`config.mk`:
```
export PLATFORM = sky130hd
export DESIGN_NAME = tbp_div_step
export DESIGN_NICKNAME = d
export VERILOG_FILES = /design/src/token_bucket_policer_macros.svh /design/src/tbp_pkg.sv /design/src/tbp_div_step.sv
export SDC_FILE = /design/constraint.sdc
export NUM_CORES = 2
export LEC_CHECK = 0
export BUFFER_PORTS_ARGS = -buffer_cell sky130_fd_sc_hd__buf_2
export CAP_MARGIN = 25
export CORE_MARGIN = 5
export CORE_UTILIZATION = 45
export DETAILED_ROUTE_END_ITERATION = 16
export HOLD_SLACK_MARGIN = 0.05
export PLACE_DENSITY = 0.69
export SYNTH_ARGS = -nofsm -noshare
export SYNTH_HDL_FRONTEND = slang
export SYNTH_SLANG_ARGS = --single-unit
```
`constraint.sdc`:
```
create_clock -name i_clk -period 27.3 [get_ports i_clk]
set_input_delay 8.19 -clock i_clk [delete_from_list [all_inputs] [get_ports i_clk]]
set_output_delay 8.19 -clock i_clk [all_outputs]
set_load 0.1 [all_outputs]
```
`src/token_bucket_policer_macros.svh`:
```
// Assertion helpers used by the policer RTL.
// Both expect i_clk and i_rst_n in the scope of the module that uses them.
`ifndef TOKEN_BUCKET_POLICER_MACROS_SVH
`define TOKEN_BUCKET_POLICER_MACROS_SVH

// Same-cycle implication, idle during reset
`define TBP_ASSERT_IMP(lbl, ante, cons, msg) \
    lbl: assert property (@(posedge i_clk) disable iff (!i_rst_n) (ante) |-> (cons)) \
        else $error(msg);

// Next-cycle implication, idle during reset
`define TBP_ASSERT_NXT(lbl, ante, cons, msg) \
    lbl: assert property (@(posedge i_clk) disable iff (!i_rst_n) (ante) |=> (cons)) \
        else $error(msg);

`endif

```
`src/tbp_pkg.sv`:
```
package tbp_pkg;

    // Field widths
    localparam int PKT_W      = 16;
    localparam int TIME_W     = 64;
    localparam int RATE_W     = 40;
    localparam int LEVEL_W    = 32;
    localparam int REFILL_W   = 42;
    localparam int REM_W      = 23;
    localparam int CFG_IDX_W  = 2;
    localparam int CFG_DATA_W = 40;

    // Refill product: (now - anchor) * rate + anchor remainder
    localparam int E_SPLIT = 32;                 // split of elapsed time
    localparam int R_SPLIT = 20;                 // split of rate
    localparam int PP_W    = E_SPLIT + R_SPLIT;  // one partial product
    localparam int PS_W    = PP_W + R_SPLIT;     // sum of two partial products
    localparam int PROD_W  = TIME_W + RATE_W;    // full product

    // Division by 8,000,000 = 2^9 * 15625: low bits pass, rest goes by digits
    localparam int LOW_W   = 9;
    localparam int DIG_W   = 18;
    localparam int DIG_N   = 5;
    localparam int WORK_W  = DIG_W * DIG_N;
    localparam int TOP_W   = PROD_W - LOW_W - WORK_W;
    localparam int DREM_W  = 14;
    localparam int NUM_W   = DREM_W + DIG_W;
    localparam int RECIP_W = 33;
    localparam int DIV_SH  = 46;
    localparam int QUO_W   = 82;

    localparam logic [DREM_W-1:0]  DIV_D     = 14'd15625;
    localparam logic [RECIP_W-1:0] DIV_RECIP = 33'd4503599628;  // ceil(2^46 / 15625)

    localparam logic [REM_W-1:0] BPB_MICROS = 23'd8000000;

    // Largest numerator that fits 64 bits, as quotient and remainder
    localparam logic [QUO_W-1:0] REFILL_MAX     = 82'd2305843009213;
    localparam logic [REM_W-1:0] REFILL_MAX_REM = 23'd5551615;

    typedef enum logic [1:0] {
        OUT_ALLOW   = 2'd0,
        OUT_LIMITED = 2'd1,
        OUT_GATE    = 2'd2,
        OUT_ARITH   = 2'd3
    } t_outcome;

    typedef enum logic [CFG_IDX_W-1:0] {
        CFG_GATE  = 2'd0,
        CFG_RATE  = 2'd1,
        CFG_BURST = 2'd2
    } t_cfg_idx;

    // Per-packet fields that ride along the pipeline
    typedef struct packed {
        logic [PKT_W-1:0]  pkt;
        logic [TIME_W-1:0] now;
    } t_side;

    // Division work word: partial remainder, undivided digits, quotient so far
    typedef struct packed {
        logic [DREM_W-1:0] rem;
        logic [WORK_W-1:0] work;
        logic [WORK_W-1:0] quo;
        logic [LOW_W-1:0]  low;
        t_side             side;
    } t_div;

    // Refill reference held by the bucket, read by the product pipeline
    typedef struct packed {
        logic [RATE_W-1:0] rate;
        logic [TIME_W-1:0] t0;
        logic [REM_W-1:0]  rem0;
    } t_anchor;

endpackage

```
`src/tbp_div_step.sv`:
```
module tbp_div_step (
    input  logic          i_clk,
    input  logic          i_rst_n,
    input  logic          i_valid,
    output logic          o_ready,
    input  tbp_pkg::t_div i_data,
    output logic          o_valid,
    input  logic          i_ready,
    output tbp_pkg::t_div o_data
);
    import tbp_pkg::*;

    logic r_va, r_vb;
    logic rdy_a, rdy_b;

    t_div             r_a, r_b;
    logic [NUM_W-1:0] r_num;

    logic [NUM_W-1:0]         n_num;
    logic [NUM_W+RECIP_W-1:0] n_prod;
    logic [DIG_W-1:0]         n_q;
    logic [NUM_W-1:0]         n_rfull;
    t_div                     n_a, n_b;

    assign rdy_b   = !r_vb || i_ready;
    assign rdy_a   = !r_va || rdy_b;
    assign o_ready = rdy_a;

    always_ff @(posedge i_clk) begin
        if (!i_rst_n) begin
            r_va <= 1'b0;
            r_vb <= 1'b0;
        end else begin
            if (rdy_a) begin
                r_va <= i_valid;
            end
            if (rdy_b) begin
                r_vb <= r_va;
            end
        end
    end

    // Stage a: next digit by reciprocal multiply (exact over the digit range)
    always_comb begin
        n_num    = {i_data.rem, i_data.work[WORK_W-1 -: DIG_W]};
        n_prod   = (NUM_W+RECIP_W)'(n_num) * (NUM_W+RECIP_W)'(DIV_RECIP);
        n_q      = n_prod[DIV_SH +: DIG_W];
        n_a      = i_data;
        n_a.work = i_data.work << DIG_W;
        n_a.quo  = {i_data.quo[WORK_W-DIG_W-1:0], n_q};
    end

    always_ff @(posedge i_clk) begin
        if (rdy_a) begin
            r_a   <= n_a;
            r_num <= n_num;
        end
    end

    // Stage b: partial remainder for the next digit
    always_comb begin
        n_rfull = r_num - NUM_W'(r_a.quo[DIG_W-1:0]) * NUM_W'(DIV_D);
        n_b     = r_a;
        n_b.rem = n_rfull[DREM_W-1:0];
    end

    always_ff @(posedge i_clk) begin
        if (rdy_b) begin
            r_b <= n_b;
        end
    end

    assign o_valid = r_vb;
    assign o_data  = r_b;

endmodule

```
==> run_results.csv <==
group,metric,value,unit
drt,vias,19200,
clock_network,clock_latency,0.58,ns
clock_network,clock_path_buffers,3,
sta,worstMarginPinSlew,1.06,ns
hold_path,hp-class,"reg2reg",
sta,setup-tns-final,0,ns
clock_network,cts_tree,"yes",
drt,via_per_inst,4.99,
synth,synth-seq-cells,532,
floorplan,rows,100,
global_routing,grtUsageTotal,21.4,%
synth,synth_simple_gate_area_share,1.97,%
layout,drive_gt1_share,22.0,%
clock_network,cts_resized,0,
global_routing,antenna_found_initial,27,
synth,synth_cell_types,48,
sta,skew,0.0299,ns
layout,nets,3929,
drt,drc,0,
worst_setup_path,required,19.11,ns
worst_setup_path,start_kind,"input port",
global_routing,grt_pass1_wl,127,mm
synth,yosysWarnings,0,
place,gp_congestion,0.949,
synth,muxShareOfSynthArea,0,%
synth,synth_fa_ha_area_share,39.4,%
synth,synth_top_cell_by_area,"edfxtp_1",
global_routing,overflow,0,
floorplan,ios,572,
drt,wl,87.0,mm
drt,wire_per_inst,22.6,um
floorplan,core,74100,um2
place,place_hpwl,71.3,mm
drt,antenna_left,0,
sta,rsz0062_at_grt,"false",
sta,slew_violations,0,
floorplan,dieWidth,283,um
worst_setup_path,critical_path_class,"in2out",
global_routing,grt_pass1_vias,20800,
synth,yosys.cell_count.top_type,"edfxtp_1",
synth,synthTopCellsByArea,"edfxtp_1, fa_1, ha_1, inv_1, xnor2_1",
worst_setup_path,crit_path_end_kind,"output port",
floorplan,die_area,79900,um2
layout,synthToLayoutAreaGrowth,16.6,%
worst_setup_path,critical_path_peak_fanout,40,
synth,synth_edf_count,530,
synth,synth_top_family_by_area,"adder cells",
synth,synth_compound_area_share,2.86,%
synth,syn_area,33400,um2
synth,syn_inst,2229,
place,numPortBuffers,535,
global_routing,grt_max_degree,142,
drt,first_pass_iters,5,
sta,finalSetupViolCount,0,
clock_network,ctsRootBufferMaster,"clkbuf_16",
clock_network,h-tree-depth,2,
drt,drt_iter0_markers,1383,
clock_network,clk_pin_slew,0.06,ns
synth,synth_commonest_cells,"edfxtp_1, inv_1, ha_1",
synth,synth_top_area_share,47.6,%
floorplan,fp.dieH,283,um
sta,hold_viol,0,
clock_network,post-cts-setup-buffers,0,
sta,fin_crit,17.92,ns
synth,async_reset_ff_share,0,%
floorplan,start_util,45.1,%
clock_network,cts_made_buffers,49,
run,maxCapViolCount,0,
status,status,"completed",
worst_setup_path,cp.arrival,9.73,ns
synth,synth_xor_area_share,1.94,%
sta,max_freq,0.0558,GHz
clock_network,holdBufCountCts,0,
synth,synth_seq_area_share,47.7,%
synth,syn_area_per_cell,15.0,um2
sta,fin_crit_sh,65.6,%
sta,relSlewSlack,29.0,%
clock_network,clkSinkCount,532,
synth,synth_ff_type,"edfxtp_1",
## sequential cells by signal (all words and copies together), names as in the netlist
name     count
r_va         1
r_num       14
o_data     265
n_b        251
o_valid      1
## logic make-up after synthesis
family                   Yosys count
AO/OA/AOI/OAI                    142
XOR/XNOR                          74
adder cells (fa/ha/maj)          822
buffers and inverters            525
flip-flops                       532
other                              1
AND/OR/NAND/NOR                  133
## layer usage
| metal | track usage (%) | wire [um] |
|---|---|---|
| met1 | 25.2 | 31600 |
| met5 | 0 | 104 |
| met4 | 8.73 | 3500 |
| met3 | 5.23 | 6890 |
| met2 | 37.7 | 44900 |
## path summary, 6_finish.rpt
path	start	end	slack, ns	cells after the start
setup / recovery	i_ready	o_ready	9.38	4
hold / removal	n_b[34]	o_data[34]	0.40	0
setup reg to reg	n_b[89]	o_data[282]	21.76	18
hold reg to reg	n_b[34]	o_data[34]	0.40	0
## stage by stage
step / instance area (um2) / std cells / utilization (%) / hold WS, ns / worst slack (ns)
after CTS: 38900 / 3826 / 52.5 / 0.407 / 9.39
after global routing: 39000 / 3840 / 52.6 / 0.414 / 9.25
after global placement: 37300 / 3736 / 50.4 / 0.400 / 9.42
after detailed placement: 37300 / 3737 / 50.4 / 0.405 / 9.38
final: 39000 / 3844 / 52.6 / 0.404 / 9.38
after floorplan: 33500 / 2246 / - / 0.400 / 4.70
## cell usage in the layout (no fill, tap or decap), types with 33 or more instances in the layout
cell type and count:
clkbuf_16 50, a21oi_1 41, nor2_1 38, ha_1 437, xor2_1 33, xnor2_1 41, inv_1 504, fa_1 385
buf_2 535, edfxtp_1 530
## worst max-delay path, stage by stage
cell	delay (ns)
buf_2	0.09
nor2b_1	0.52
nand2_4	0.47
buf_2	0.44
## cell type report
cell class | instances | area [um2]
sequential | 532 | 16000
inverter | 505 | 1900
antenna | 17 | 42.5
tap | 969 | 1210
clock inverter | 28 | 283
clock buffer | 61 | 1290
timing repair buffer | 543 | 2780
multi-input combinational | 1189 | 15500
fill | 6165 | 35100
Power is left out: the tool's default activity adds up to more than one toggle a clock period on the data nets, which glitch-free logic cannot reach.
