[src/token_bucket_policer_macros.svh]
// Assertion helpers used by the policer RTL.
// Both expect i_clk and i_rst_n in the scope of the module that uses them.
`ifndef TOKEN_BUCKET_POLICER_MACROS_SVH
`define TOKEN_BUCKET_POLICER_MACROS_SVH

// Same-cycle implication, idle during reset
`define TBP_ASSERT_IMP(lbl, ante, cons, msg) \
    lbl: assert property (@(posedge i_clk) disable iff (!i_rst_n) (ante) |-> (cons)) \
        else $error(msg);

// Next-cycle implication, idle during reset
`define TBP_ASSERT_NXT(lbl, ante, cons, msg) \
    lbl: assert property (@(posedge i_clk) disable iff (!i_rst_n) (ante) |=> (cons)) \
        else $error(msg);

`endif

[src/tbp_pkg.sv]
package tbp_pkg;

    // Field widths
    localparam int PKT_W      = 16;
    localparam int TIME_W     = 64;
    localparam int RATE_W     = 40;
    localparam int LEVEL_W    = 32;
    localparam int REFILL_W   = 42;
    localparam int REM_W      = 23;
    localparam int CFG_IDX_W  = 2;
    localparam int CFG_DATA_W = 40;

    // Refill product: (now - anchor) * rate + anchor remainder
    localparam int E_SPLIT = 32;                 // split of elapsed time
    localparam int R_SPLIT = 20;                 // split of rate
    localparam int PP_W    = E_SPLIT + R_SPLIT;  // one partial product
    localparam int PS_W    = PP_W + R_SPLIT;     // sum of two partial products
    localparam int PROD_W  = TIME_W + RATE_W;    // full product

    // Division by 8,000,000 = 2^9 * 15625: low bits pass, rest goes by digits
    localparam int LOW_W   = 9;
    localparam int DIG_W   = 18;
    localparam int DIG_N   = 5;
    localparam int WORK_W  = DIG_W * DIG_N;
    localparam int TOP_W   = PROD_W - LOW_W - WORK_W;
    localparam int DREM_W  = 14;
    localparam int NUM_W   = DREM_W + DIG_W;
    localparam int RECIP_W = 33;
    localparam int DIV_SH  = 46;
    localparam int QUO_W   = 82;

    localparam logic [DREM_W-1:0]  DIV_D     = 14'd15625;
    localparam logic [RECIP_W-1:0] DIV_RECIP = 33'd4503599628;  // ceil(2^46 / 15625)

    localparam logic [REM_W-1:0] BPB_MICROS = 23'd8000000;

    // Largest numerator that fits 64 bits, as quotient and remainder
    localparam logic [QUO_W-1:0] REFILL_MAX     = 82'd2305843009213;
    localparam logic [REM_W-1:0] REFILL_MAX_REM = 23'd5551615;

    typedef enum logic [1:0] {
        OUT_ALLOW   = 2'd0,
        OUT_LIMITED = 2'd1,
        OUT_GATE    = 2'd2,
        OUT_ARITH   = 2'd3
    } t_outcome;

    typedef enum logic [CFG_IDX_W-1:0] {
        CFG_GATE  = 2'd0,
        CFG_RATE  = 2'd1,
        CFG_BURST = 2'd2
    } t_cfg_idx;

    // Per-packet fields that ride along the pipeline
    typedef struct packed {
        logic [PKT_W-1:0]  pkt;
        logic [TIME_W-1:0] now;
    } t_side;

    // Division work word: partial remainder, undivided digits, quotient so far
    typedef struct packed {
        logic [DREM_W-1:0] rem;
        logic [WORK_W-1:0] work;
        logic [WORK_W-1:0] quo;
        logic [LOW_W-1:0]  low;
        t_side             side;
    } t_div;

    // Refill reference held by the bucket, read by the product pipeline
    typedef struct packed {
        logic [RATE_W-1:0] rate;
        logic [TIME_W-1:0] t0;
        logic [REM_W-1:0]  rem0;
    } t_anchor;

endpackage

[src/tbp_if.sv]


// Verdict channel
interface tbp_res_if;
    import tbp_pkg::*;

    logic                valid;
    logic                ready;
    logic                allowed;
    logic [1:0]          outcome;
    logic [LEVEL_W-1:0]  tokens_before;
    logic [LEVEL_W-1:0]  tokens_after;
    logic [REFILL_W-1:0] refill_bytes;

    modport source (output valid, output allowed, output outcome, output tokens_before,
                    output tokens_after, output refill_bytes, input ready);
    modport sink   (input valid, input allowed, input outcome, input tokens_before,
                    input tokens_after, input refill_bytes, output ready);
endinterface

[src/tbp_bucket.sv]
`include "token_bucket_policer_macros.svh"

module tbp_bucket (
    input  logic                           i_clk,
    input  logic                           i_rst_n,
    input  logic                           i_cfg_we,
    input  logic [tbp_pkg::CFG_IDX_W-1:0]  i_cfg_idx,
    input  logic [tbp_pkg::CFG_DATA_W-1:0] i_cfg_data,
    input  logic                           i_valid,
    output logic                           o_ready,
    input  tbp_pkg::t_div                  i_data,
    output tbp_pkg::t_anchor               o_anc,
    tbp_res_if.source                      o_res
);
    import tbp_pkg::*;

    // Configuration
    logic               r_gate;
    logic [RATE_W-1:0]  r_rate;
    logic [LEVEL_W-1:0] r_burst;

    // Bucket state and refill anchor
    logic [LEVEL_W-1:0] r_level;
    logic [TIME_W-1:0]  r_last;
    logic [QUO_W-1:0]   r_qlast;
    logic [REM_W-1:0]   r_rem;
    logic [TIME_W-1:0]  r_t0;
    logic [REM_W-1:0]   r_rem0;

    // Result register
    logic                r_ovalid;
    logic                r_allowed;
    t_outcome            r_outcome;
    logic [LEVEL_W-1:0]  r_before;
    logic [LEVEL_W-1:0]  r_after;
    logic [REFILL_W-1:0] r_refill;

    logic                fin_fire;
    logic [QUO_W-1:0]    n_q;
    logic [REM_W-1:0]    n_r;
    logic [QUO_W-1:0]    n_diff;
    logic                n_back;
    logic                n_ovf;
    logic                n_reject;
    logic [LEVEL_W-1:0]  n_room;
    logic [LEVEL_W-1:0]  n_added;
    logic [LEVEL_W-1:0]  n_level;
    logic [LEVEL_W-1:0]  n_pkt;
    logic                n_limited;
    logic [LEVEL_W-1:0]  n_new_level;
    logic                n_commit;
    t_outcome            n_outcome;
    logic [LEVEL_W-1:0]  n_after;
    logic [REFILL_W-1:0] n_refill;

    assign o_ready  = !r_ovalid || o_res.ready;
    assign fin_fire = i_valid && o_ready;

    assign o_anc.rate = r_rate;
    assign o_anc.t0   = r_t0;
    assign o_anc.rem0 = r_rem0;

    // Configuration writes
    always_ff @(posedge i_clk) begin
        if (!i_rst_n) begin
            r_gate  <= 1'b0;
            r_rate  <= '0;
            r_burst <= '0;
        end else if (i_cfg_we) begin
            case (t_cfg_idx'(i_cfg_idx))
                CFG_GATE:  r_gate  <= i_cfg_data[0];
                CFG_RATE:  r_rate  <= i_cfg_data[RATE_W-1:0];
                CFG_BURST: r_burst <= i_cfg_data[LEVEL_W-1:0];
                default:   r_gate  <= r_gate;
            endcase
        end
    end

    // Verdict: refill is the quotient step since the last committed beat
    always_comb begin
        n_q      = i_data.quo[QUO_W-1:0];
        n_r      = {i_data.rem, i_data.low};
        n_diff   = n_q - r_qlast;
        n_back   = i_data.side.now < r_last;
        n_ovf    = (n_diff > REFILL_MAX) || ((n_diff == REFILL_MAX) && (n_r > REFILL_MAX_REM));
        n_reject = r_gate || n_back || n_ovf;

        n_room  = (r_burst > r_level) ? (r_burst - r_level) : '0;
        n_added = ((n_diff[QUO_W-1:LEVEL_W] != '0) || (n_diff[LEVEL_W-1:0] >= n_room))
                  ? n_room : n_diff[LEVEL_W-1:0];
        n_level = r_level + n_added;

        n_pkt       = LEVEL_W'(i_data.side.pkt);
        n_limited   = n_pkt > n_level;
        n_new_level = n_limited ? n_level : (n_level - n_pkt);

        if (r_gate) begin
            n_outcome = OUT_GATE;
        end else if (n_back || n_ovf) begin
            n_outcome = OUT_ARITH;
        end else if (n_limited) begin
            n_outcome = OUT_LIMITED;
        end else begin
            n_outcome = OUT_ALLOW;
        end

        n_after  = n_reject ? r_level : n_new_level;
        n_refill = n_reject ? '0 : n_diff[REFILL_W-1:0];
        n_commit = fin_fire && !n_reject;
    end

    // Bucket state; a rate write moves the anchor to the last refill point
    always_ff @(posedge i_clk) begin
        if (!i_rst_n) begin
            r_level <= '0;
            r_last  <= '0;
            r_qlast <= '0;
            r_rem   <= '0;
            r_t0    <= '0;
            r_rem0  <= '0;
        end else begin
            if (n_commit) begin
                r_level <= n_new_level;
                r_last  <= i_data.side.now;
                r_qlast <= n_q;
                r_rem   <= n_r;
            end
            if (i_cfg_we && (i_cfg_idx == CFG_RATE)) begin
                r_t0    <= r_last;
                r_rem0  <= r_rem;
                r_qlast <= '0;
            end
        end
    end

    // Result register
    always_ff @(posedge i_clk) begin
        if (!i_rst_n) begin
            r_ovalid <= 1'b0;
        end else if (o_ready) begin
            r_ovalid <= i_valid;
        end
    end

    always_ff @(posedge i_clk) begin
        if (fin_fire) begin
            r_allowed <= (n_outcome == OUT_ALLOW);
            r_outcome <= n_outcome;
            r_before  <= r_level;
            r_after   <= n_after;
            r_refill  <= n_refill;
        end
    end

    assign o_res.valid         = r_ovalid;
    assign o_res.allowed       = r_allowed;
    assign o_res.outcome       = r_outcome;
    assign o_res.tokens_before = r_before;
    assign o_res.tokens_after  = r_after;
    assign o_res.refill_bytes  = r_refill;

    `TBP_ASSERT_NXT(a_level_bound, n_commit, (r_level <= $past(r_burst)) || (r_level <= $past(r_level)), "level grew past burst")
    `TBP_ASSERT_NXT(a_reject_holds, fin_fire && !n_commit, $stable(r_last) && $stable(r_level) && $stable(r_rem), "rejected beat changed state")
    `TBP_ASSERT_NXT(a_rate_anchor, i_cfg_we && (i_cfg_idx == CFG_RATE), (r_qlast == '0) && (r_t0 == $past(r_last)), "rate write did not re-anchor")
    `TBP_ASSERT_IMP(a_rem_bound, 1'b1, r_rem < BPB_MICROS, "refill remainder out of range")

endmodule

[src/flat_wrapper.sv]
// flat-port wrapper written by rule: the top's interface ports become plain ports
module tbp_bucket_flat import tbp_pkg::*;
  (i_clk, i_rst_n, i_cfg_we, i_cfg_idx, i_cfg_data, i_valid, o_ready, i_data, o_anc, o_res_valid, o_res_allowed, o_res_outcome, o_res_tokens_before, o_res_tokens_after, o_res_refill_bytes, o_res_ready);
  tbp_res_if o_res_i ();
  input  logic i_clk;
  input  logic i_rst_n;
  input  logic i_cfg_we;
  input  logic [tbp_pkg::CFG_IDX_W-1:0] i_cfg_idx;
  input  logic [tbp_pkg::CFG_DATA_W-1:0] i_cfg_data;
  input  logic i_valid;
  output logic o_ready;
  input  tbp_pkg::t_div i_data;
  output tbp_pkg::t_anchor o_anc;
  output wire logic [$bits(o_res_i.valid)-1:0] o_res_valid;
  output wire logic [$bits(o_res_i.allowed)-1:0] o_res_allowed;
  output wire logic [$bits(o_res_i.outcome)-1:0] o_res_outcome;
  output wire logic [$bits(o_res_i.tokens_before)-1:0] o_res_tokens_before;
  output wire logic [$bits(o_res_i.tokens_after)-1:0] o_res_tokens_after;
  output wire logic [$bits(o_res_i.refill_bytes)-1:0] o_res_refill_bytes;
  input wire logic [$bits(o_res_i.ready)-1:0] o_res_ready;
  assign o_res_valid = o_res_i.valid;
  assign o_res_allowed = o_res_i.allowed;
  assign o_res_outcome = o_res_i.outcome;
  assign o_res_tokens_before = o_res_i.tokens_before;
  assign o_res_tokens_after = o_res_i.tokens_after;
  assign o_res_refill_bytes = o_res_i.refill_bytes;
  assign o_res_i.ready = o_res_ready;
  tbp_bucket u_core (.i_clk(i_clk), .i_rst_n(i_rst_n), .i_cfg_we(i_cfg_we), .i_cfg_idx(i_cfg_idx), .i_cfg_data(i_cfg_data), .i_valid(i_valid), .o_ready(o_ready), .i_data(i_data), .o_anc(o_anc), .o_res(o_res_i));
endmodule
[config.mk]
export PLATFORM = sky130hd
export DESIGN_NAME = tbp_bucket_flat
export DESIGN_NICKNAME = d
export VERILOG_FILES = /design/src/tbp_pkg.sv /design/src/tbp_if.sv /design/src/tbp_bucket.sv /design/src/flat_wrapper.sv
export VERILOG_INCLUDE_DIRS = /design/src /design/src/src
export SDC_FILE = /design/constraint.sdc
export NUM_CORES = 1
export LEC_CHECK = 0
export BUFFER_PORTS_ARGS = -buffer_cell sky130_fd_sc_hd__buf_4
export CAP_MARGIN = 20
export CELL_PAD_IN_SITES_DETAIL_PLACEMENT = 0
export CELL_PAD_IN_SITES_GLOBAL_PLACEMENT = 2
export CORE_MARGIN = 3
export CORE_UTILIZATION = 35
export CTS_CLUSTER_DIAMETER = 150
export DETAILED_ROUTE_END_ITERATION = 6
export PLACE_DENSITY = 0.9
export SETUP_SLACK_MARGIN = 0.2
export SLEW_MARGIN = 20
export SYNTH_ARGS = -nofsm -noshare
export SYNTH_HDL_FRONTEND = slang
export SYNTH_SLANG_ARGS = --single-unit
[constraint.sdc]
create_clock -name i_clk -period 20.4 [get_ports i_clk]
set_clock_uncertainty 0.2 [all_clocks]
set_input_delay 3.06 -clock i_clk [delete_from_list [all_inputs] [get_ports i_clk]]
set_output_delay 3.06 -clock i_clk [all_outputs]
set_load 0.03 [all_outputs]
==> out/metrics.cfg <==
[clock_tree]
cts_max_level=2
cts_setup_buffers=0
root_buffer=clkbuf_16
cts_sinks=471
hold_buffers=0
cts_buffer_depth=3
clk_pin_slew_worst_paths_ns=0.06
insertion_delay_ns=0.67
cts_buffers=58
cts_tree=done
cts_resized=0

[setup_path]
endpoint_kind=register
cp.arrival_ns=14.58
crit_fanout=28
crit_path_max_incr_delay_ns=0.66
start_kind=input port
crit_required_ns=20.62
crit_type=in2reg
cpMostUsedCell=a21o_1
cpMaxStageDelayCell=or4b_2

[floorplanning]
start_util_pct=35.5
fp.coreArea_mm2=0.0855
rows=107
ios=568
die_h_um=300
fp.dieArea_mm2=0.0902
die_x_um=300

[timing]
rsz0062_at_grt=no
fin_crit_sh_pct=70.4
hold_viol=0
max_slew_margin_pct=20.5
drv_slew=0
tns_ns=0
fmax_ghz=0.0696
tightestPinTransition_ns=1.18
setup_viol=0
min_period_ns=14.36

[power_and_ir_drop]
powerDensity_mw_per_mm2=73.9
pwr-share-clk_pct=40.7
cellLeakagePower_nw=14.5
power.switching_mw=0.858
p_int_mw=1.86
ir_drop_v=0.0000754
power_frac_comb_pct=23.4
p_sw_share_pct=31.5
power_frac_seq_pct=35.9
total_power_mw=2.72

[yosys]
synth_nets=4477
ys_seq_elements=471
synth_top_cell_by_area=dfxtp_1
netlist_area_mm2=0.0303
synth-edff-count=109
ys_async_sr_fraction_pct=0
yosysMostFrequentCell=nand2_1
ys_seq_area_share_pct=34.7
yosys.area.top_type_share_pct=23.9
yosys-top-cells-count=nand2_1, a21oi_1, dfxtp_1, inv_1, ha_1
synth.area.top_cells=dfxtp_1, edfxtp_1, ha_1
synth_top_flop_cell=dfxtp_1
synthCells=3887
yosys_warnings=0
synth.distinct_cells=88
syn_area_per_cell_um2=7.80

[cells_and_area]
fill_cells=8830
postLayoutCoreUtil_pct=43.0
drive_gt1_share_pct=15.3
design_area_mm2=0.0368
nets=4832
syn_to_final_growth_pct=21.3
final_cell_count_no_fill=5438

[drt]
via_per_inst=5.28
drt_first_pass_iters=5
wl_per_cell_um=20.1
remaining_drc_errors=0
vias=28727
drtIter0Drc=1828
route.final.wire_length_um=109000
ant_nets=0

[place]
port_buffers=469
gp_congestion=0.915
post_dp_cell_area_mm2=0.0347
placed_cells=5326
hpwlAfterDp_um=84400

[grt]
gr-total-overflow=0
antenna_found_initial=7
grt_pass1_vias=27105
grt_pass1_wl_um=163000
track_usage_pct=23.2
grt_start_max_net_pins=144

[job]
maxCapViolations=0

[run_status]
outcome=finished, final reports clean

[min_path]
hp-class=reg2reg

-- final cells by class --
| type | count | area, um2 | share of cell area (%) |
|---|---|---|---|
| tap | 1144 | 1430 | 3.89 |
| multi-input combinational | 2957 | 18100 | 49.2 |
| timing repair buffer | 487 | 3660 | 9.96 |
| clock buffer | 66 | 1520 | 4.13 |
| sequential | 471 | 10500 | 28.6 |
| inverter | 267 | 1010 | 2.75 |
| clock inverter | 43 | 536 | 1.46 |
| antenna | 3 | 7.51 | 0.0204 |
-- path summary, 6_finish.rpt --
check,slack (ns),start,cells after the start,endpoint
setup / recovery,6.04,i_data[100],44,u_core.o_res.tokens_after[5]
hold / removal,0.25,u_core.r_qlast[15],2,u_core.r_qlast[15]
setup reg to reg,6.06,u_core.r_burst[0],52,u_core.o_res.tokens_after[5]
hold reg to reg,0.25,u_core.r_qlast[15],2,u_core.r_qlast[15]
-- metal layers --
metal | track usage [%] | vias to the layer above | routed length [um]
met3 | 6.52 | 164 | 9310
met5 | 0 | - | 58
li1 | - | 14329 | -
met2 | 37.6 | 837 | 49400
met1 | 30.3 | 13389 | 47300
met4 | 6.41 | 8 | 3060
-- power groups by stage --
stage                     Clock, mW  Combinational, mW  Sequential, mW
after floorplan                   0              0.395            1.02
after CTS                      1.14              0.638           0.977
after detailed placement          0              0.635           0.997
after global placement            0              0.634           0.997
final                          1.11              0.637           0.978
after global routing           1.17              0.704           0.978
-- per-stage QoR --
| stage | hold slack (ns) | setup slack (ns) |
|---|---|---|
| floorplan | 0.225 | 7.43 |
| global placement | 0.237 | 5.48 |
| detailed placement | 0.237 | 5.47 |
| CTS | 0.250 | 6.11 |
| global route | 0.264 | 5.19 |
| finish | 0.248 | 6.04 |
-- cell usage in the layout, fill, tap and decap left out, types with 14 or more instances in the layout --
| master | n |
|---|---|
| a211oi_1 | 20 |
| a21o_1 | 88 |
| a21oi_1 | 578 |
| a31oi_1 | 20 |
| and2_1 | 16 |
| and3_1 | 17 |
| and4_1 | 24 |
| buf_4 | 486 |
| clkbuf_16 | 58 |
| clkinv_2 | 14 |
| dfxtp_1 | 362 |
| edfxtp_1 | 109 |
| ha_1 | 256 |
| inv_1 | 265 |
| mux2_2 | 30 |
| mux2i_1 | 41 |
| nand2_1 | 839 |
| nand2b_1 | 37 |
| nand3_1 | 46 |
| nand4_1 | 75 |
| nor2_1 | 179 |
| nor2b_1 | 24 |
| nor3_1 | 42 |
| nor4_1 | 22 |
| o211ai_1 | 25 |
| o21a_1 | 33 |
| o21ai_0 | 138 |
| o21ai_1 | 14 |
| o21bai_1 | 33 |
| or3_1 | 15 |
| xnor2_1 | 88 |
| xor2_1 | 51 |
-- registers in the layout (all words and copies together), names as in the netlist --
name / count
u_core.r_t0: 64
u_core.r_level: 32
u_core.r_rem: 23
u_core.o_res.allowed: 1
u_core.r_qlast: 82
u_core.o_res.outcome: 2
u_core.r_rate: 40
u_core.r_rem0: 23
u_core.o_res.valid: 1
u_core.r_last: 64
u_core.r_gate: 1
u_core.o_res.refill_bytes: 42
u_core.o_res.tokens_after: 32
u_core.o_res.tokens_before: 32
u_core.r_burst: 32
-- cells by family (layout without fill, tap and decap cells) --
family          after synthesis  in the layout  synth area share, %
compound gates             1085           1085                 21.4
xor+xnor                    139            139                 4.01
fa+ha+maj                   260            260                 10.8
buf+inv                     459            863                 5.77
flops                       471            471                 34.7
mux                          79             79                 2.78
other cells                   0              3                    0
simple gates               1394           1394                 20.5
-- worst max-delay path, delay by kind of cell --
family                     cells  cell delay, ns
xor gates and xnor gates       2            0.64
and+or+nand+nor               11            3.84
AOI/OAI and AO/OA             22            4.52
buffers and inverters          3            0.30
adders and majority gates      4            1.33
muxes                          2            0.81
(Power assumes the default switching activity.)
